File: config.mk
export PLATFORM = sky130hd
export DESIGN_NAME = residual_bucket_bit_packer
export DESIGN_NICKNAME = d
export VERILOG_FILES = /design/src/rtl/core/rbbp_pkg.sv /design/src/rtl/core/residual_bucket_bit_packer.sv /design/src/rtl/core/rbbp_bucket.sv
export SDC_FILE = /design/constraint.sdc
export NUM_CORES = 1
export LEC_CHECK = 0
export BUFFER_PORTS_ARGS = -buffer_cell sky130_fd_sc_hd__buf_2
export CAP_MARGIN = 0
export CORE_MARGIN = 2
export CORE_UTILIZATION = 30
export CTS_CLUSTER_SIZE = 8
export DETAILED_ROUTE_END_ITERATION = 10
export SYNTH_ARGS = -nofsm -noshare
export SYNTH_HDL_FRONTEND = slang
export SYNTH_SLANG_ARGS = --single-unit
File: constraint.sdc
create_clock -name clk -period 2.93 [get_ports clk]
set_input_delay 0.293 -clock clk [delete_from_list [all_inputs] [get_ports clk]]
set_output_delay 0.293 -clock clk [all_outputs]
set_load 0.02 [all_outputs]
File: src/rtl/core/rbbp_pkg.sv
// Package for the residual bucket bit packer.
// Holds the field widths, register indexes and shared types; no dependencies.
`default_nettype none

package rbbp_pkg;

	// Widest bucket code, in bits, that the packer supports.
	localparam int unsigned MAX_BITS = 2;

	// Field widths.
	localparam int unsigned RESIDUAL_W = 16;
	localparam int unsigned BYTE_W     = 8;
	localparam int unsigned FILL_W     = 3;
	localparam int unsigned BPV_W      = 2;
	localparam int unsigned CFG_IDX_W  = 2;
	localparam int unsigned CFG_DATA_W = 16;

	// Configuration register indexes.
	localparam logic [CFG_IDX_W-1:0] REG_BITS_PER_VALUE = 2'd0;
	localparam logic [CFG_IDX_W-1:0] REG_CUTOFF_0       = 2'd1;
	localparam logic [CFG_IDX_W-1:0] REG_CUTOFF_1       = 2'd2;
	localparam logic [CFG_IDX_W-1:0] REG_CUTOFF_2       = 2'd3;

	// Reset value of the bits-per-value register.
	localparam logic [BPV_W-1:0] BPV_RESET = 2'd1;

	typedef logic signed [RESIDUAL_W-1:0] resid_t;
	typedef logic [MAX_BITS-1:0]          bucket_t;

	// Cutoffs as seen by the bucket comparator.
	typedef struct packed {
		resid_t cutoff_2;
		resid_t cutoff_1;
		resid_t cutoff_0;
		logic   two_bits;
	} rbbp_cut_t;

endpackage : rbbp_pkg

`default_nettype wire

File: src/rtl/core/residual_bucket_bit_packer.sv
// Top level of the residual bucket bit packer: input stage, bit packing and output register.
// Depends on rbbp_pkg and rbbp_bucket.
`default_nettype none

// Quantizes each signed 16-bit residual (12 fraction bits) into a 1- or 2-bit
// bucket against the configured cutoffs and packs the bucket bits, least
// significant first, into bytes whose first bit sits in bit 7. A byte leaves
// on the master side when it fills up or when the input beat carries tlast,
// in which case the partial byte is zero padded and marked with tlast. The
// block takes one input beat per cycle while the output register is not
// stalled. A beat is registered in the input stage, then quantized and
// packed into the output register once that register is free. The output
// register holds a byte while the master side stalls, and the input stage
// keeps accepting while it is empty or can hand its beat on, which needs the
// output register free or draining. Configuration writes are applied at once
// and must only be issued while the block is idle.
module residual_bucket_bit_packer (
	input  wire                              clk,
	input  wire                              arst_n,
	// Slave side: tdata[15:0] = residual; tlast = vector_end.
	input  wire                              s_tvalid,
	output logic                             s_tready,
	input  wire  [rbbp_pkg::RESIDUAL_W-1:0]  s_tdata,
	input  wire                              s_tlast,
	// Master side: tdata[7:0] = packed_byte; tlast = last_of_vector.
	output logic                             m_tvalid,
	input  wire                              m_tready,
	output logic [rbbp_pkg::BYTE_W-1:0]      m_tdata,
	output logic                             m_tlast,
	// Configuration write port.
	input  wire                              cfg_we,
	input  wire  [rbbp_pkg::CFG_IDX_W-1:0]   cfg_index,
	input  wire  [rbbp_pkg::CFG_DATA_W-1:0]  cfg_wdata
);
	import rbbp_pkg::*;

	// Configuration registers.
	logic [BPV_W-1:0] bits_per_value_q;
	resid_t           cutoff_0_q;
	resid_t           cutoff_1_q;
	resid_t           cutoff_2_q;

	// Input stage.
	logic   valid_s1;
	resid_t residual_s1;
	logic   vend_s1;

	// Packing state.
	logic [BYTE_W-1:0] partial_q;
	logic [FILL_W-1:0] fill_q;

	// Output register.
	logic              out_valid_q;
	logic [BYTE_W-1:0] out_byte_q;
	logic              out_last_q;

	logic              out_free;
	logic              fire_s1;
	rbbp_cut_t         cut;
	bucket_t           bucket;
	logic [BYTE_W-1:0] mask_0;
	logic [BYTE_W-1:0] mask_1;
	logic [BYTE_W-1:0] acc;
	logic              full;
	logic              emit;
	logic [FILL_W-1:0] fill_next;

	// Configuration writes.
	always_ff @(posedge clk or negedge arst_n) begin
		if (!arst_n) begin
			bits_per_value_q <= BPV_RESET;
			cutoff_0_q       <= '0;
			cutoff_1_q       <= '0;
			cutoff_2_q       <= '0;
		end else if (cfg_we) begin
			unique case (cfg_index)
				REG_BITS_PER_VALUE: bits_per_value_q <= cfg_wdata[BPV_W-1:0];
				REG_CUTOFF_0:       cutoff_0_q       <= resid_t'(cfg_wdata);
				REG_CUTOFF_1:       cutoff_1_q       <= resid_t'(cfg_wdata);
				REG_CUTOFF_2:       cutoff_2_q       <= resid_t'(cfg_wdata);
				default:            ;
			endcase
		end
	end

	// Zero and one select one bit per value; larger codes saturate to MAX_BITS.
	assign cut.two_bits = (MAX_BITS >= 2) && (bits_per_value_q >= BPV_W'(2));
	assign cut.cutoff_0 = cutoff_0_q;
	assign cut.cutoff_1 = cutoff_1_q;
	assign cut.cutoff_2 = cutoff_2_q;

	// Handshake: the stage-one beat moves on whenever the output register can take a result.
	assign out_free = !out_valid_q || m_tready;
	assign fire_s1  = valid_s1 && out_free;
	assign s_tready = !valid_s1 || fire_s1;

	// Input register.
	always_ff @(posedge clk or negedge arst_n) begin
		if (!arst_n) begin
			valid_s1 <= 1'b0;
		end else if (s_tready) begin
			valid_s1 <= s_tvalid;
		end
	end

	always_ff @(posedge clk) begin
		if (s_tready && s_tvalid) begin
			residual_s1 <= resid_t'(s_tdata);
			vend_s1     <= s_tlast;
		end
	end

	rbbp_bucket u_bucket (
		.residual (residual_s1),
		.cut      (cut),
		.bucket   (bucket)
	);

	// Bit insertion: bucket bit 0 lands at position 7 - fill, bit 1 just below it.
	// A byte that fills on the first bit drops the second bit.
	always_comb begin
		mask_0    = BYTE_W'(8'h80) >> fill_q;
		mask_1    = BYTE_W'(8'h40) >> fill_q;
		acc       = partial_q | (bucket[0] ? mask_0 : '0);
		full      = (fill_q == FILL_W'(7));
		fill_next = fill_q + FILL_W'(1);
		if (cut.two_bits) begin
			if (fill_q != FILL_W'(7)) begin
				acc = acc | (bucket[MAX_BITS-1] ? mask_1 : '0);
			end
			full      = full || (fill_q == FILL_W'(6));
			fill_next = fill_q + FILL_W'(2);
		end
		emit = full || vend_s1;
	end

	// Packing state update.
	always_ff @(posedge clk or negedge arst_n) begin
		if (!arst_n) begin
			partial_q <= '0;
			fill_q    <= '0;
		end else if (fire_s1) begin
			if (emit) begin
				partial_q <= '0;
				fill_q    <= '0;
			end else begin
				partial_q <= acc;
				fill_q    <= fill_next;
			end
		end
	end

	// Output register.
	always_ff @(posedge clk or negedge arst_n) begin
		if (!arst_n) begin
			out_valid_q <= 1'b0;
		end else if (out_free) begin
			out_valid_q <= fire_s1 && emit;
		end
	end

	always_ff @(posedge clk) begin
		if (fire_s1 && emit) begin
			out_byte_q <= acc;
			out_last_q <= vend_s1;
		end
	end

	assign m_tvalid = out_valid_q;
	assign m_tdata  = out_byte_q;
	assign m_tlast  = out_last_q;

endmodule : residual_bucket_bit_packer

`default_nettype wire

File: src/rtl/core/rbbp_bucket.sv
// Bucket comparator: maps one residual to its bucket index.
// Depends on rbbp_pkg for the residual and cutoff types.
`default_nettype none

module rbbp_bucket (
	input  rbbp_pkg::resid_t    residual,
	input  rbbp_pkg::rbbp_cut_t cut,
	output rbbp_pkg::bucket_t   bucket
);
	import rbbp_pkg::*;

	logic below_0;
	logic below_1;
	logic below_2;

	// Three signed compares run in parallel; the first hit in index order wins.
	assign below_0 = residual < cut.cutoff_0;
	assign below_1 = residual < cut.cutoff_1;
	assign below_2 = residual < cut.cutoff_2;

	always_comb begin
		if (!cut.two_bits) begin
			bucket = below_0 ? bucket_t'(0) : bucket_t'(1);
		end else if (below_0) begin
			bucket = bucket_t'(0);
		end else if (below_1) begin
			bucket = bucket_t'(1);
		end else if (below_2) begin
			bucket = bucket_t'(2);
		end else begin
			bucket = bucket_t'(3);
		end
	end

endmodule : rbbp_bucket

`default_nettype wire
==> run summary <==
Post-Synthesis Cells: 397
share of post-route cells with drive strength above 1: 0.287
startpoint of the worst register-to-register path: residual_s1[15]
number of buffers added on ports: 50
share of the yosys chip area belonging to registers: 0.495
Slew Limit Headroom: 0.495
clock period minus final worst setup slack: 2.67 ns
actual transition at the worst max-transition pin: 0.757 ns
Worst Reg-to-Reg Cells: 7
final setup fails: 0
number of diodes added for antenna fixing: 0
number of iterations in the first detailed-routing pass: 4
GRT Util Overall: 0.131
Net Count, Synth: 489
number of enable-type register cells in the synthesized netlist: 26
Fin. Hold Viols: 0
Starting Density: 0.309
total via count in the routed design: 3,145
CTS tree: built
master cell of the clock root buffer: clkbuf_16
clock-pin slew reported for the worst setup and hold paths after clock tree synthesis: 0.07 ns
relative area change from synthesis to final layout: 19.3%
filler cell count in the final layout: 1,499
post_cts resized: 0
net count of the finished layout: 554
vias in the first global route: 3,369
post-synthesis cell type with the largest combined area: dfrtp_1
Clock Sinks: 88
last weighted congestion value of the routability-driven placer: 0.899
Vias/cell: 4.64
average instance area after synthesis: 11.9 um^2
Die Area: 16,700 um^2
cell types with the highest counts after synthesis: dfrtp_1, inv_1, ha_1
reg-to-reg critical path endpoint: m_tdata[0]
arrival time worst endpoint: 2.76 ns
fin crit share: 0.911
maximum number of pins on one net before global-route repair: 35
startpoint type of the worst setup path: flip-flop
CP Data Required Time: 3.02 ns
antenna violations before repair: 0
global-route wire length before repair: 16,700 um
cell types with the largest area share after synthesis: dfrtp_1, edfxtp_1, ha_1, mux2_2, inv_1
cell area after synthesis: 4710 um^2
clock latency on the worst-skew pair: 0.35 ns
critical setup path kind: reg -> reg
most common cell in the netlist: dfrtp_1
maximum achievable frequency: 375 MHz
grt ovf: 0
Min Hold Slack: 0.0165 ns
Max Buffers Root-to-Sink: 2
launching element of the worst setup path: residual_s1[15]
number of buffers added by the clock tree synthesis step: 9
crit end category: flip-flop
post-synth top area share: 0.329
floorplan core area: 15,300 um^2
Total Wirelength: 10,100 um
Lkg Pwr: 2.63 nW
height of the chip: 129 um
critical path fanouts, max: 8
width of the chip: 129 um
worst-case vdd ir drop: 0.381 mV
total of max-cap violations: 0
Max Clock Skew: 0.00766 ns
register-to-register setup slack: 0.26 ns
status: finished clean
Routed wire per std cell: 14.9 um
post-synthesis sequential element count: 88
Min-Delay Path Class: in -> async
placement row count: 45
Synth async-reset ratio: 0.705
most frequently used flop master after synthesis: dfrtp_1
DR DRC count: 0
Pins Over Slew Limit: 0
CTS hold repair buffers: 0
Detailed Place HPWL: 7670 um
antenna violation net count after detailed routing: 0
initial drt markers: 133
Synth warnings: 0
RSZ-0062 raised after global routing: false
Max H-tree Level: 3
post-CTS setup repair buffer count: 0
sum of negative setup slack: 0 ns
power density relative to cell area: 699 nW/um^2
I/O pin count: 51
Unique masters post-synth: 46
[worst max-delay path, cell delays in order (launching register included)]
cell and delay (ns):
edfxtp_1 0.43, ha_1 0.39, nand4_1 0.17, nor4_1 0.32
a32oi_1 0.22, a31oi_1 0.32, nand4b_4 0.20, a221o_1 0.39
[logic make-up after synthesis]
logic type | Yosys count | synth area share
AND/OR/NAND/NOR | 80 | 0.101
flip-flops | 88 | 0.495
AO/OA/AOI/OAI | 68 | 0.103
multiplexers | 48 | 0.115
adder cells (fa/ha/maj) | 52 | 0.138
buffers and inverters | 61 | 0.0486
[where the power goes]
part / switching (W) / internal (W)
logic: 0.000554 / 0.000446
registers: 0.000129 / 0.00149
clock network: 0.000476 / 0.000832
total: 0.00116 / 0.00277
[cell usage in the layout, fill, tap and decap left out, types with 2 or more instances in the layout]
| master | instances |
|---|---|
| nor3b_1 | 3 |
| o21a_1 | 2 |
| o21ai_0 | 10 |
| a21oi_1 | 29 |
| and2_1 | 2 |
| nand4_1 | 5 |
| nor3_1 | 3 |
| clkbuf_16 | 9 |
| nor2b_1 | 4 |
| ha_1 | 52 |
| o31ai_1 | 2 |
| nor2_1 | 11 |
| nor4_4 | 2 |
| bufinv_16 | 3 |
| nand3_1 | 8 |
| edfxtp_1 | 26 |
| mux2_2 | 48 |
| inv_1 | 56 |
| and3_1 | 3 |
| a31oi_1 | 2 |
| nand2b_1 | 6 |
| nand3b_1 | 4 |
| o21bai_1 | 2 |
| a21o_1 | 4 |
| a32oi_1 | 3 |
| a2111oi_4 | 2 |
| buf_2 | 50 |
| buf_4 | 9 |
| nand2_1 | 22 |
| clkinvlp_4 | 4 |
| dfrtp_1 | 62 |
[through the flow]
| stage | setup WS (ns) | std cells | total power, W | utilization | area, um^2 |
|---|---|---|---|---|---|
| after global placement | 0.370 | 662 | 0.00261 | 0.346 | 5280 |
| after floorplan | 0.531 | 397 | 0.00232 | - | 4710 |
| final | 0.260 | 678 | 0.00393 | 0.368 | 5620 |
| after CTS | 0.290 | 678 | 0.00398 | 0.368 | 5620 |
| after global routing | 0.0873 | 678 | 0.00418 | 0.368 | 5620 |
| after detailed placement | 0.294 | 662 | 0.00264 | 0.346 | 5280 |
[final cells by class]
cell class,instances,area [um^2],share of cell area
flip-flops and latches,88,2330,0.415
inverters,56,210,0.0374
repair buffers,59,318,0.0565
multi-input cells,248,2150,0.383
well taps,211,264,0.0470
clock inverters,7,120,0.0214
clock buffers,9,225,0.0401
[layer usage]
layer,vias to the layer above,GRT usage,routed length [um]
li1,1535,-,-
met1,1539,0.162,4520
met2,58,0.216,4930
met3,13,0.0400,428
met4,0,0.0480,199
met5,-,0,0
[flip-flops by register name (all words and copies together) (netlist names)]
register          flops
partial_q             8
cutoff_1_q           16
cutoff_2_q           16
cutoff_0_q           16
bits_per_value_q      1
residual_s1          16
valid_s1              1
fill_q                3
vend_s1               1
m_tlast               1
m_tvalid              1
m_tdata               8
[worst max path at each step]
| stage | to | slack [ns] | cells past startpoint |
|---|---|---|---|
| 3_3_place_gp | m_tdata[0] | 0.37 | 7 |
| 2_1_floorplan | m_tdata[0] | 0.53 | 7 |
| 5_1_grt | m_tdata[0] | 0.09 | 7 |
| 3_5_place_dp | m_tdata[0] | 0.29 | 7 |
| 4_1_cts | m_tdata[0] | 0.29 | 7 |
| 6_report | m_tdata[0] | 0.26 | 7 |
No activity file was read; power rests on OpenSTA's default activity.
